## config.mk

```make
export PLATFORM = sky130hd
export DESIGN_NAME = utf8_path_escaper
export DESIGN_NICKNAME = d
export VERILOG_FILES = /design/src/uep_pkg.sv /design/src/uep_fifo.sv /design/src/uep_front.sv /design/src/uep_back.sv /design/src/utf8_path_escaper.sv
export SDC_FILE = /design/constraint.sdc
export NUM_CORES = 1
export LEC_CHECK = 0
export ABC_CLOCK_PERIOD_IN_PS = 5200
export BUFFER_PORTS_ARGS = -buffer_cell sky130_fd_sc_hd__clkbuf_2
export CORE_ASPECT_RATIO = 0.6
export CORE_MARGIN = 2
export CORE_UTILIZATION = 43
export DETAILED_ROUTE_END_ITERATION = 8
export GPL_TIMING_DRIVEN = 0
export HOLD_SLACK_MARGIN = 0.05
export PLACE_DENSITY_LB_ADDON = 0.25
export SLEW_MARGIN = 10
export SYNTH_ARGS = -nofsm -noshare
export SYNTH_HDL_FRONTEND = slang
export SYNTH_SLANG_ARGS = --single-unit
```

## constraint.sdc

```tcl
create_clock -name clk_i -period 5.2 [get_ports clk_i]
set_input_delay 0.52 -clock clk_i [delete_from_list [all_inputs] [get_ports clk_i]]
set_output_delay 0.52 -clock clk_i [all_outputs]
set_load 0.05 [all_outputs]
```

## src/uep_pkg.sv

```systemverilog
// Shared types, constants and character functions for the UTF-8 path escaper.
package uep_pkg;

  // One unit of work handed from the front to the back.
  typedef enum logic [1:0] {
    TK_LIT,  // the byte itself
    TK_ESC,  // backslash, then the byte
    TK_HEX,  // \xHH of the byte
    TK_UNI   // \u00HH of the byte
  } tok_kind_e;

  typedef struct packed {
    tok_kind_e   kind;
    logic [7:0]  val;
    logic        last;
  } token_t;

  localparam logic [7:0] ChrBslash = 8'h5C;
  localparam logic [7:0] ChrZero   = 8'h30;
  localparam logic [7:0] ChrLowX   = 8'h78;
  localparam logic [7:0] ChrLowU   = 8'h75;
  localparam logic [7:0] ChrLowN   = 8'h6E;
  localparam logic [7:0] ChrLowR   = 8'h72;
  localparam logic [7:0] ChrLowT   = 8'h74;
  localparam logic [7:0] ChrNl     = 8'h0A;
  localparam logic [7:0] ChrCr     = 8'h0D;
  localparam logic [7:0] ChrTab    = 8'h09;
  localparam logic [7:0] ChrSpace  = 8'h20;
  localparam logic [7:0] ChrDel    = 8'h7F;
  localparam logic [7:0] ChrUpperA = 8'h41;

  localparam logic [7:0]  Lead2Lo  = 8'hC2;
  localparam logic [7:0]  Lead2Hi  = 8'hDF;
  localparam logic [7:0]  Lead4Lo  = 8'hF0;
  localparam logic [7:0]  Lead4Hi  = 8'hF4;
  localparam logic [20:0] CpMin2   = 21'h00080;
  localparam logic [20:0] CpMin3   = 21'h00800;
  localparam logic [20:0] CpMin4   = 21'h10000;
  localparam logic [20:0] CpMax    = 21'h10FFFF;
  localparam logic [20:0] SurrLo   = 21'h0D800;
  localparam logic [20:0] SurrHi   = 21'h0DFFF;
  localparam logic [20:0] C1Lo     = 21'h00080;
  localparam logic [20:0] C1Hi     = 21'h0009F;

  function automatic logic [7:0] hex_char(logic [3:0] d);
    if (d < 4'd10) begin
      return ChrZero + {4'h0, d};
    end
    return ChrUpperA + {4'h0, d} - 8'd10;
  endfunction

  // Position of the final character of a token.
  function automatic logic [2:0] tok_last_pos(tok_kind_e k);
    logic [2:0] p;
    unique case (k)
      TK_LIT:  p = 3'd0;
      TK_ESC:  p = 3'd1;
      TK_HEX:  p = 3'd3;
      TK_UNI:  p = 3'd5;
      default: p = 3'd0;
    endcase
    return p;
  endfunction

  function automatic logic [7:0] tok_char(tok_kind_e k, logic [7:0] v, logic [2:0] pos);
    logic [7:0] c;
    c = v;
    unique case (k)
      TK_LIT: c = v;
      TK_ESC: c = (pos == 3'd0) ? ChrBslash : v;
      TK_HEX: begin
        unique case (pos)
          3'd0:    c = ChrBslash;
          3'd1:    c = ChrLowX;
          3'd2:    c = hex_char(v[7:4]);
          default: c = hex_char(v[3:0]);
        endcase
      end
      TK_UNI: begin
        unique case (pos)
          3'd0:      c = ChrBslash;
          3'd1:      c = ChrLowU;
          3'd2, 3'd3: c = ChrZero;
          3'd4:      c = hex_char(v[7:4]);
          default:   c = hex_char(v[3:0]);
        endcase
      end
      default: c = v;
    endcase
    return c;
  endfunction

  // Token for a byte seen with no sequence open; only meaningful for non-lead bytes.
  function automatic token_t idle_token(logic [7:0] b);
    token_t t;
    t.val  = b;
    t.last = 1'b0;
    t.kind = TK_HEX;
    priority if (b == ChrBslash) begin
      t.kind = TK_ESC;
    end else if (b == ChrNl) begin
      t.kind = TK_ESC;
      t.val  = ChrLowN;
    end else if (b == ChrCr) begin
      t.kind = TK_ESC;
      t.val  = ChrLowR;
    end else if (b == ChrTab) begin
      t.kind = TK_ESC;
      t.val  = ChrLowT;
    end else if (b < ChrSpace || b == ChrDel || b[7]) begin
      t.kind = TK_HEX;
    end else begin
      t.kind = TK_LIT;
    end
    return t;
  endfunction

endpackage

```

## src/uep_fifo.sv

```systemverilog
// Small token queue between the decoder front and the expander back.
module uep_fifo #(
  parameter int Depth = 4
) (
  input  logic            clk_i,
  input  logic            rst_ni,
  input  logic            push_valid_i,
  output logic            push_ready_o,
  input  uep_pkg::token_t push_data_i,
  output logic            pop_valid_o,
  input  logic            pop_ready_i,
  output uep_pkg::token_t pop_data_o
);
  import uep_pkg::*;

  localparam int PtrW = $clog2(Depth);
  localparam int CntW = $clog2(Depth + 1);

  token_t            mem_q [Depth];
  logic [PtrW-1:0]   wr_ptr_q, rd_ptr_q;
  logic [CntW-1:0]   cnt_q;
  logic              push, pop;

  assign push_ready_o = (cnt_q != CntW'(Depth));
  assign pop_valid_o  = (cnt_q != '0);
  assign pop_data_o   = mem_q[rd_ptr_q];
  assign push         = push_valid_i && push_ready_o;
  assign pop          = pop_valid_o && pop_ready_i;

  always_ff @(posedge clk_i) begin
    if (push) begin
      mem_q[wr_ptr_q] <= push_data_i;
    end
  end

  always_ff @(posedge clk_i or negedge rst_ni) begin
    if (!rst_ni) begin
      wr_ptr_q <= '0;
      rd_ptr_q <= '0;
      cnt_q    <= '0;
    end else begin
      if (push) begin
        wr_ptr_q <= (wr_ptr_q == PtrW'(Depth - 1)) ? '0 : wr_ptr_q + 1'b1;
      end
      if (pop) begin
        rd_ptr_q <= (rd_ptr_q == PtrW'(Depth - 1)) ? '0 : rd_ptr_q + 1'b1;
      end
      if (push && !pop) begin
        cnt_q <= cnt_q + 1'b1;
      end else if (pop && !push) begin
        cnt_q <= cnt_q - 1'b1;
      end
    end
  end

  a_cnt_bound: assert property (@(posedge clk_i) disable iff (!rst_ni)
    cnt_q <= CntW'(Depth))
    else $error("token queue count exceeds depth");

endmodule

```

## src/uep_front.sv

```systemverilog
// Decoder front: gathers UTF-8 sequences and turns each byte into up to four tokens.
module uep_front (
  input  logic            clk_i,
  input  logic            rst_ni,
  input  logic            in_valid_i,
  output logic            in_ready_o,
  input  logic [7:0]      in_byte_i,
  input  logic            in_last_i,
  output logic            tok_valid_o,
  input  logic            tok_ready_i,
  output uep_pkg::token_t tok_data_o
);
  import uep_pkg::*;

  logic [7:0]  pend_q [3];
  logic [1:0]  pend_cnt_q, pend_cnt_d;
  logic [2:0]  exp_q, exp_d;
  logic [20:0] cp_q, cp_d;
  logic        pend_we;
  logic [1:0]  pend_widx;

  token_t      st_q [4];
  logic [2:0]  st_cnt_q;

  token_t      tok_list [4];
  token_t      tail_tok;
  logic        tail_v;
  logic [1:0]  n_held;
  tok_kind_e   held_kind;
  logic [2:0]  total;
  logic [1:0]  tot_m1;

  logic        accept, push;
  logic        is_cont, lead2, lead3, lead4, is_lead, seq_bad, is_c1;
  logic [20:0] new_cp, cp_min;

  assign push        = (st_cnt_q != 3'd0) && tok_ready_i;
  assign in_ready_o  = (st_cnt_q == 3'd0) || (st_cnt_q == 3'd1 && push);
  assign accept      = in_valid_i && in_ready_o;
  assign tok_valid_o = (st_cnt_q != 3'd0);
  assign tok_data_o  = st_q[0];

  assign is_cont = (in_byte_i[7:6] == 2'b10);
  assign lead2   = (in_byte_i >= Lead2Lo) && (in_byte_i <= Lead2Hi);
  assign lead3   = (in_byte_i[7:4] == 4'hE);
  assign lead4   = (in_byte_i >= Lead4Lo) && (in_byte_i <= Lead4Hi);
  assign is_lead = lead2 || lead3 || lead4;
  assign new_cp  = {cp_q[14:0], in_byte_i[5:0]};

  always_comb begin
    unique case (exp_q)
      3'd2:    cp_min = CpMin2;
      3'd3:    cp_min = CpMin3;
      default: cp_min = CpMin4;
    endcase
  end

  assign seq_bad = (new_cp < cp_min) || (new_cp > CpMax) ||
                   ((new_cp >= SurrLo) && (new_cp <= SurrHi));
  assign is_c1   = (new_cp >= C1Lo) && (new_cp <= C1Hi);

  // Output of one byte is a run of held bytes of one kind, then at most one tail token.
  always_comb begin
    pend_cnt_d = pend_cnt_q;
    exp_d      = exp_q;
    cp_d       = cp_q;
    pend_we    = 1'b0;
    pend_widx  = pend_cnt_q;
    n_held     = 2'd0;
    held_kind  = TK_HEX;
    tail_v     = 1'b1;
    tail_tok   = '{kind: TK_HEX, val: in_byte_i, last: 1'b0};

    if (pend_cnt_q == 2'd0 || !is_cont) begin
      n_held     = pend_cnt_q;
      pend_cnt_d = 2'd0;
      exp_d      = 3'd0;
      cp_d       = '0;
      if (is_lead) begin
        if (!in_last_i) begin
          tail_v     = 1'b0;
          pend_we    = 1'b1;
          pend_widx  = 2'd0;
          pend_cnt_d = 2'd1;
          priority if (lead2) begin
            exp_d = 3'd2;
            cp_d  = {16'h0, in_byte_i[4:0]};
          end else if (lead3) begin
            exp_d = 3'd3;
            cp_d  = {17'h0, in_byte_i[3:0]};
          end else begin
            exp_d = 3'd4;
            cp_d  = {18'h0, in_byte_i[2:0]};
          end
        end
      end else begin
        tail_tok = idle_token(in_byte_i);
      end
    end else if (({1'b0, pend_cnt_q} + 3'd1) < exp_q) begin
      if (in_last_i) begin
        // Sequence cut short by the end of the path.
        n_held     = pend_cnt_q;
        pend_cnt_d = 2'd0;
        exp_d      = 3'd0;
        cp_d       = '0;
      end else begin
        tail_v     = 1'b0;
        pend_we    = 1'b1;
        pend_cnt_d = pend_cnt_q + 2'd1;
        cp_d       = new_cp;
      end
    end else begin
      pend_cnt_d = 2'd0;
      exp_d      = 3'd0;
      cp_d       = '0;
      priority if (seq_bad) begin
        n_held = pend_cnt_q;
      end else if (is_c1) begin
        tail_tok = '{kind: TK_UNI, val: new_cp[7:0], last: 1'b0};
      end else begin
        n_held    = pend_cnt_q;
        held_kind = TK_LIT;
        tail_tok  = '{kind: TK_LIT, val: in_byte_i, last: 1'b0};
      end
    end
  end

  always_comb begin
    for (int i = 0; i < 3; i++) begin
      tok_list[i] = '{kind: held_kind, val: pend_q[i], last: 1'b0};
    end
    tok_list[3] = tail_tok;
    if (tail_v) begin
      tok_list[n_held] = tail_tok;
    end
    total  = {1'b0, n_held} + {2'b00, tail_v};
    tot_m1 = 2'(total - 3'd1);
    if (in_last_i && total != 3'd0) begin
      tok_list[tot_m1].last = 1'b1;
    end
  end

  always_ff @(posedge clk_i) begin
    if (accept && pend_we) begin
      pend_q[pend_widx] <= in_byte_i;
    end
  end

  always_ff @(posedge clk_i) begin
    if (accept) begin
      st_q <= tok_list;
    end else if (push) begin
      for (int i = 0; i < 3; i++) begin
        st_q[i] <= st_q[i+1];
      end
    end
  end

  always_ff @(posedge clk_i or negedge rst_ni) begin
    if (!rst_ni) begin
      pend_cnt_q <= 2'd0;
      exp_q      <= 3'd0;
      cp_q       <= '0;
      st_cnt_q   <= 3'd0;
    end else begin
      if (accept) begin
        pend_cnt_q <= pend_cnt_d;
        exp_q      <= exp_d;
        cp_q       <= cp_d;
        st_cnt_q   <= total;
      end else if (push) begin
        st_cnt_q <= st_cnt_q - 3'd1;
      end
    end
  end

  a_stage_bound: assert property (@(posedge clk_i) disable iff (!rst_ni)
    st_cnt_q <= 3'd4)
    else $error("token stage holds more than four tokens");

  a_pend_short: assert property (@(posedge clk_i) disable iff (!rst_ni)
    (pend_cnt_q != 2'd0) |-> ({1'b0, pend_cnt_q} < exp_q))
    else $error("held byte count reached sequence length");

endmodule

```

## src/uep_back.sv

```systemverilog
// Expander back: turns each token into its characters, one per cycle unless the output stalls.
module uep_back (
  input  logic            clk_i,
  input  logic            rst_ni,
  input  logic            tok_valid_i,
  output logic            tok_ready_o,
  input  uep_pkg::token_t tok_data_i,
  output logic            out_valid_o,
  input  logic            out_ready_i,
  output logic [7:0]      out_char_o,
  output logic            out_last_o
);
  import uep_pkg::*;

  token_t      tok_q;
  logic        busy_q;
  logic [2:0]  pos_q;
  logic        out_v_q, out_last_q;
  logic [7:0]  out_char_q;

  logic        load, is_end, pop;

  assign load        = busy_q && (!out_v_q || out_ready_i);
  assign is_end      = (pos_q == tok_last_pos(tok_q.kind));
  assign pop         = tok_valid_i && (!busy_q || (load && is_end));
  assign tok_ready_o = !busy_q || (load && is_end);

  assign out_valid_o = out_v_q;
  assign out_char_o  = out_char_q;
  assign out_last_o  = out_last_q;

  always_ff @(posedge clk_i) begin
    if (pop) begin
      tok_q <= tok_data_i;
    end
    if (load) begin
      out_char_q <= tok_char(tok_q.kind, tok_q.val, pos_q);
      out_last_q <= is_end && tok_q.last;
    end
  end

  always_ff @(posedge clk_i or negedge rst_ni) begin
    if (!rst_ni) begin
      busy_q  <= 1'b0;
      pos_q   <= 3'd0;
      out_v_q <= 1'b0;
    end else begin
      if (load) begin
        out_v_q <= 1'b1;
      end else if (out_ready_i) begin
        out_v_q <= 1'b0;
      end
      if (pop) begin
        busy_q <= 1'b1;
        pos_q  <= 3'd0;
      end else if (load) begin
        if (is_end) begin
          busy_q <= 1'b0;
        end else begin
          pos_q <= pos_q + 3'd1;
        end
      end
    end
  end

  a_pos_bound: assert property (@(posedge clk_i) disable iff (!rst_ni)
    busy_q |-> (pos_q <= tok_last_pos(tok_q.kind)))
    else $error("character position past end of token");

  a_hold_stall: assert property (@(posedge clk_i) disable iff (!rst_ni)
    (out_v_q && !out_ready_i) |=> (out_v_q && $stable(out_char_q) && $stable(out_last_q)))
    else $error("output beat changed while stalled");

endmodule

```

## src/utf8_path_escaper.sv

```systemverilog
// Top level of the UTF-8 path escaper: decoder front, token queue, expander back.
//
//   channel  direction  handshake               payload
//   in       input      in_valid_i/in_ready_o   in_byte_i, in_last_i
//   out      output     out_valid_o/out_ready_i out_char_o, out_last_o
//
// The front takes a byte and pushes its tokens (zero to four) one per cycle while the
// queue has room; it takes the next byte in the same cycle as it pushes the last one.
// The back emits one character per cycle while out_ready_i is high, 1, 2, 4 or 6 per
// token, so a byte yields up to 16 characters and the output sets the sustained rate.
// Reset clears all control state at once. The queue holds FifoDepth tokens; a short stall
// on either side is absorbed, a long output stall fills the queue and then holds the input.
module utf8_path_escaper #(
  parameter int FifoDepth = 4
) (
  input  logic       clk_i,
  input  logic       rst_ni,
  input  logic       in_valid_i,
  output logic       in_ready_o,
  input  logic [7:0] in_byte_i,
  input  logic       in_last_i,
  output logic       out_valid_o,
  input  logic       out_ready_i,
  output logic [7:0] out_char_o,
  output logic       out_last_o
);
  import uep_pkg::*;

  token_t f_data, b_data;
  logic   f_valid, f_ready, b_valid, b_ready;

  uep_front u_front (
    .clk_i       (clk_i),
    .rst_ni      (rst_ni),
    .in_valid_i  (in_valid_i),
    .in_ready_o  (in_ready_o),
    .in_byte_i   (in_byte_i),
    .in_last_i   (in_last_i),
    .tok_valid_o (f_valid),
    .tok_ready_i (f_ready),
    .tok_data_o  (f_data)
  );

  uep_fifo #(
    .Depth (FifoDepth)
  ) u_fifo (
    .clk_i        (clk_i),
    .rst_ni       (rst_ni),
    .push_valid_i (f_valid),
    .push_ready_o (f_ready),
    .push_data_i  (f_data),
    .pop_valid_o  (b_valid),
    .pop_ready_i  (b_ready),
    .pop_data_o   (b_data)
  );

  uep_back u_back (
    .clk_i       (clk_i),
    .rst_ni      (rst_ni),
    .tok_valid_i (b_valid),
    .tok_ready_o (b_ready),
    .tok_data_i  (b_data),
    .out_valid_o (out_valid_o),
    .out_ready_i (out_ready_i),
    .out_char_o  (out_char_o),
    .out_last_o  (out_last_o)
  );

endmodule

```

==> flow_summary_export.csv <==
group,metric,value,unit
timing,slew_violations,0,
timing,relSlewSlack,23.33,%
placement,hpwlAfterDp,14320,µm
hold_path,hp-class,"input pin to async pin",
global_route,grt_pass1_wl,31210,µm
drt,drc,0,
cts,root_buffer,"clkbuf_16",
floorplan,die_w,180.7,µm
layout,post_route_cells_drive_above_1_share,14.39,%
cts,cts_resized,0,
critical_path,cp_slowest_cell,"dfrtp_1",
placement,post_dp_cell_area,0.008471,mm²
job,maxCapViolations,0,
layout,final_util,49.58,%
critical_path,arrival,3.79,ns
critical_path,crit_family,"adder cells",
layout,fill_cells,1608,
timing,finalHoldViolations,0,
cts,clock_sinks,167,
cts,tritoncts,"yes",
cts,cts_setup_buffers,0,
critical_path,r2r_cells,14,
synthesis,synth_cells,664,
cts,cts_hold_buf,0,
cts,clock_latency,0.41,ns
floorplan,initial_core_util,44.22,%
floorplan,die_height,110,µm
floorplan,core_area,0.01821,mm²
synthesis,ys_warn_count,0,
cts,cts-buffers-inserted,17,
critical_path,crit_chain,"inv_1 > ha_1 > ha_1 > nand2_1 > o21ai_1 > or3_1 > clkbuf_1 > nand2_2 > inv_1 > buf_2 > ha_1 > ha_1 > nand2_1 > o31ai_1",
critical_path,timing.critical_path.buf_inv,4,
critical_path,r2r_end,"u_front.st_q[22]$_DFFE_PP_",
timing,period_share,68.65,%
synthesis,synth-edff-count,132,
power_and_ir_drop,power_density,601.3,mW/mm²
drt,dr.pass1.iters,7,
floorplan,std_cell_rows,38,
synthesis,synth_nets,702,
timing,min_period,3.570,ns
synthesis,yosys_most_used_dff,"edfxtp_1",
synthesis,ys_seq_area_share,60.10,%
layout,syn2layout_area_growth,12.12,%
critical_path,critPathLaunchType,"register",
placement,port-buffer-count,22,
timing,worst_slew_pin_slew,1.150,ns
synthesis,ys_types,74,
synthesis,async_reset_ff_share,20.96,%
power_and_ir_drop,ir_worst_vdd,0.0002873,V
global_route,grt_util_all_layers,20.86,%
layout,antenna-diode-count,0,
timing,timing.hold.ws,0.2230,ns
placement,gp_congestion,0.8815,
drt,drt_iter0_markers,508,
critical_path,path_max_fanout,10,
cts,clock_path_buffers,2,
synthesis,netlist_area,0.008053,mm²
timing,final-setup-viol-count,0,
global_route,grt_max_degree,36,
floorplan,dieArea,0.01987,mm²
critical_path,crit_top_cell,"ha_1",
global_route,grt_pass1_vias,5458,
timing,fin_setup_tns,0,ns
drt,wl_per_cell,20.90,µm
synthesis,synth.avg_cell_area,12.13,µm²
critical_path,slowest_delay,0.43,ns
cts,clk_pin_slew_worst_paths,0.07,ns
critical_path,reg2reg_from,"u_front.pend_cnt_q[0]$_DFFE_PN0P_",
power_and_ir_drop,p_leak,0.003397,µW
floorplan,io-pin-count,24,
critical_path,r2r_slack,1.63,ns
drt,vias,5670,
cts,htreeDepth,4,
drt,drt_wl_total,19980,µm
drt,avgViaCountPerCell,5.931,
timing,rsz0062_at_grt,"false",
layout,stdcell_area,0.009029,mm²
critical_path,critical_path_class,"register to register",
timing,max_freq,0.2801,GHz
critical_path,worst_setup_path_end_kind,"register",
global_route,overflow,0,
layout,fin_nets,743,
critical_path,worstPathRequired,5.42,ns
run_status,outcome,"finished clean",
global_route,antenna_found_initial,0,
drt,ant_nets,0,
timing,finClkSkew,0.01227,ns
synthesis,ys_ff_latch,167,
worst max-delay path by stage:
stage / to / cells after the start / from / slack, ns
3_3_place_gp: u_front.st_q[18]$_DFFE_PP_ / 5 / u_fifo.cnt_q[1]$_DFFE_PN0P_ / 1.76
2_1_floorplan: u_front.tok_data_o[0]$_DFFE_PP_ / 14 / u_front.pend_cnt_q[0]$_DFFE_PN0P_ / 2.22
6_report: u_front.st_q[22]$_DFFE_PP_ / 14 / u_front.pend_cnt_q[0]$_DFFE_PN0P_ / 1.63
5_1_grt: u_front.st_q[22]$_DFFE_PP_ / 14 / u_front.pend_cnt_q[0]$_DFFE_PN0P_ / 1.44
3_5_place_dp: u_front.st_q[22]$_DFFE_PP_ / 14 / u_front.pend_cnt_q[0]$_DFFE_PN0P_ / 1.75
4_1_cts: u_front.st_q[22]$_DFFE_PP_ / 14 / u_front.pend_cnt_q[0]$_DFFE_PN0P_ / 1.70
final cells by class:
cell class              count  area [µm²]  share of cell area (%)
flip-flops and latches    167        4840                   53.60
multi-input cells         436        2949                   32.66
clock buffers              17       425.4                   4.712
well taps                 240       300.3                   3.326
plain buffers              34       176.4                   1.954
clock inverters            13       126.4                   1.400
repair buffers             22       110.1                   1.220
inverters                  27       101.3                   1.123
per-layer routing:
metal | track usage (%) | vias to the layer above | share of wire [%]
li1 | - | 2568 | -
met1 | 33.34 | 2850 | 52
met2 | 28.71 | 242 | 40
met3 | 4.074 | 10 | 7.7
met4 | 5.300 | 0 | 0.48
met5 | 0 | - | 0
sequential cells by signal, summed over array words and instances, names as in the netlist:
register,cells
u_front.cp_q,15
u_front.exp_q,3
u_front.pend_cnt_q,2
u_front.pend_q,24
u_front.tok_data_o,11
u_back.busy_q,1
u_back.pos_q,3
u_back.out_char_o,8
u_fifo.rd_ptr_q,2
u_back.out_valid_o,1
u_fifo.cnt_q,3
u_fifo.wr_ptr_q,2
u_back.tok_q,11
u_fifo.mem_q,44
u_front.st_q,33
u_back.out_last_o,1
u_front.st_cnt_q,3
synthesized netlist by cell type, types with 8 or more instances:
master | instances | area [µm²]
edfxtp_1 | 132 | 3964
nand2_1 | 98 | 367.9
o21ai_0 | 46 | 230.2
a21oi_1 | 40 | 200.2
dfrtp_1 | 35 | 875.8
nor2_1 | 32 | 120.1
inv_1 | 26 | 97.59
ha_1 | 24 | 300.3
a221o_1 | 20 | 200.2
clkbuf_1 | 18 | 67.56
nand3_1 | 16 | 80.08
nor3_1 | 14 | 70.07
mux4_2 | 11 | 247.7
and2_1 | 10 | 62.56
o21a_1 | 8 | 60.06
per-stage QoR:
step                      cells  power (µW)  setup WS, ns
after floorplan             664        3636         2.223
after global routing        956        5742         1.440
after global placement      926        4136         1.757
final                       956        5429         1.630
after detailed placement    926        4226         1.749
after CTS                   956        5436         1.702
where the power goes:
group / leakage, µW / total, µW / switching [µW] / internal [µW]
Clock: 0.000254 / 1200 / 539 / 661
Combinational: 0.00144 / 1890 / 1220 / 669
Sequential: 0.00170 / 2340 / 231 / 2110
Total: 0.00340 / 5430 / 1990 / 3440
logic make-up (layout without fill, tap and decap cells):
| logic type | Yosys count | after routing | synth area share, % |
|---|---|---|---|
| and+or+nand+nor | 233 | 233 | 15.27 |
| DFF | 167 | 167 | 60.10 |
| AOI/OAI and AO/OA | 153 | 153 | 12.46 |
| buffers and inverters | 61 | 113 | 3.434 |
| adders and majority gates | 25 | 25 | 3.978 |
| muxes | 17 | 17 | 3.884 |
| xor gates and xnor gates | 8 | 8 | 0.8701 |
layout by cell type, fill, tap and decap left out, types with 5 or more instances in the layout:
cell	synthesis	final
edfxtp_1	132	132
nand2_1	98	98
o21ai_0	46	46
a21oi_1	40	40
dfrtp_1	35	35
nor2_1	32	32
inv_1	26	26
ha_1	24	24
clkbuf_2	0	23
a221o_1	20	20
clkbuf_1	18	17
clkbuf_16	0	17
nand3_1	16	16
nor3_1	14	12
mux4_2	11	11
and2_1	10	10
o21a_1	8	8
nor3b_1	7	7
o31ai_1	7	7
nor2b_1	6	6
xnor2_1	6	6
and3_1	5	5
buf_2	5	5
buf_6	5	5
nor4b_1	5	5
a31oi_1	5	5
buf_1	5	5
clkinvlp_4	0	5
(Power assumes the default switching activity.)
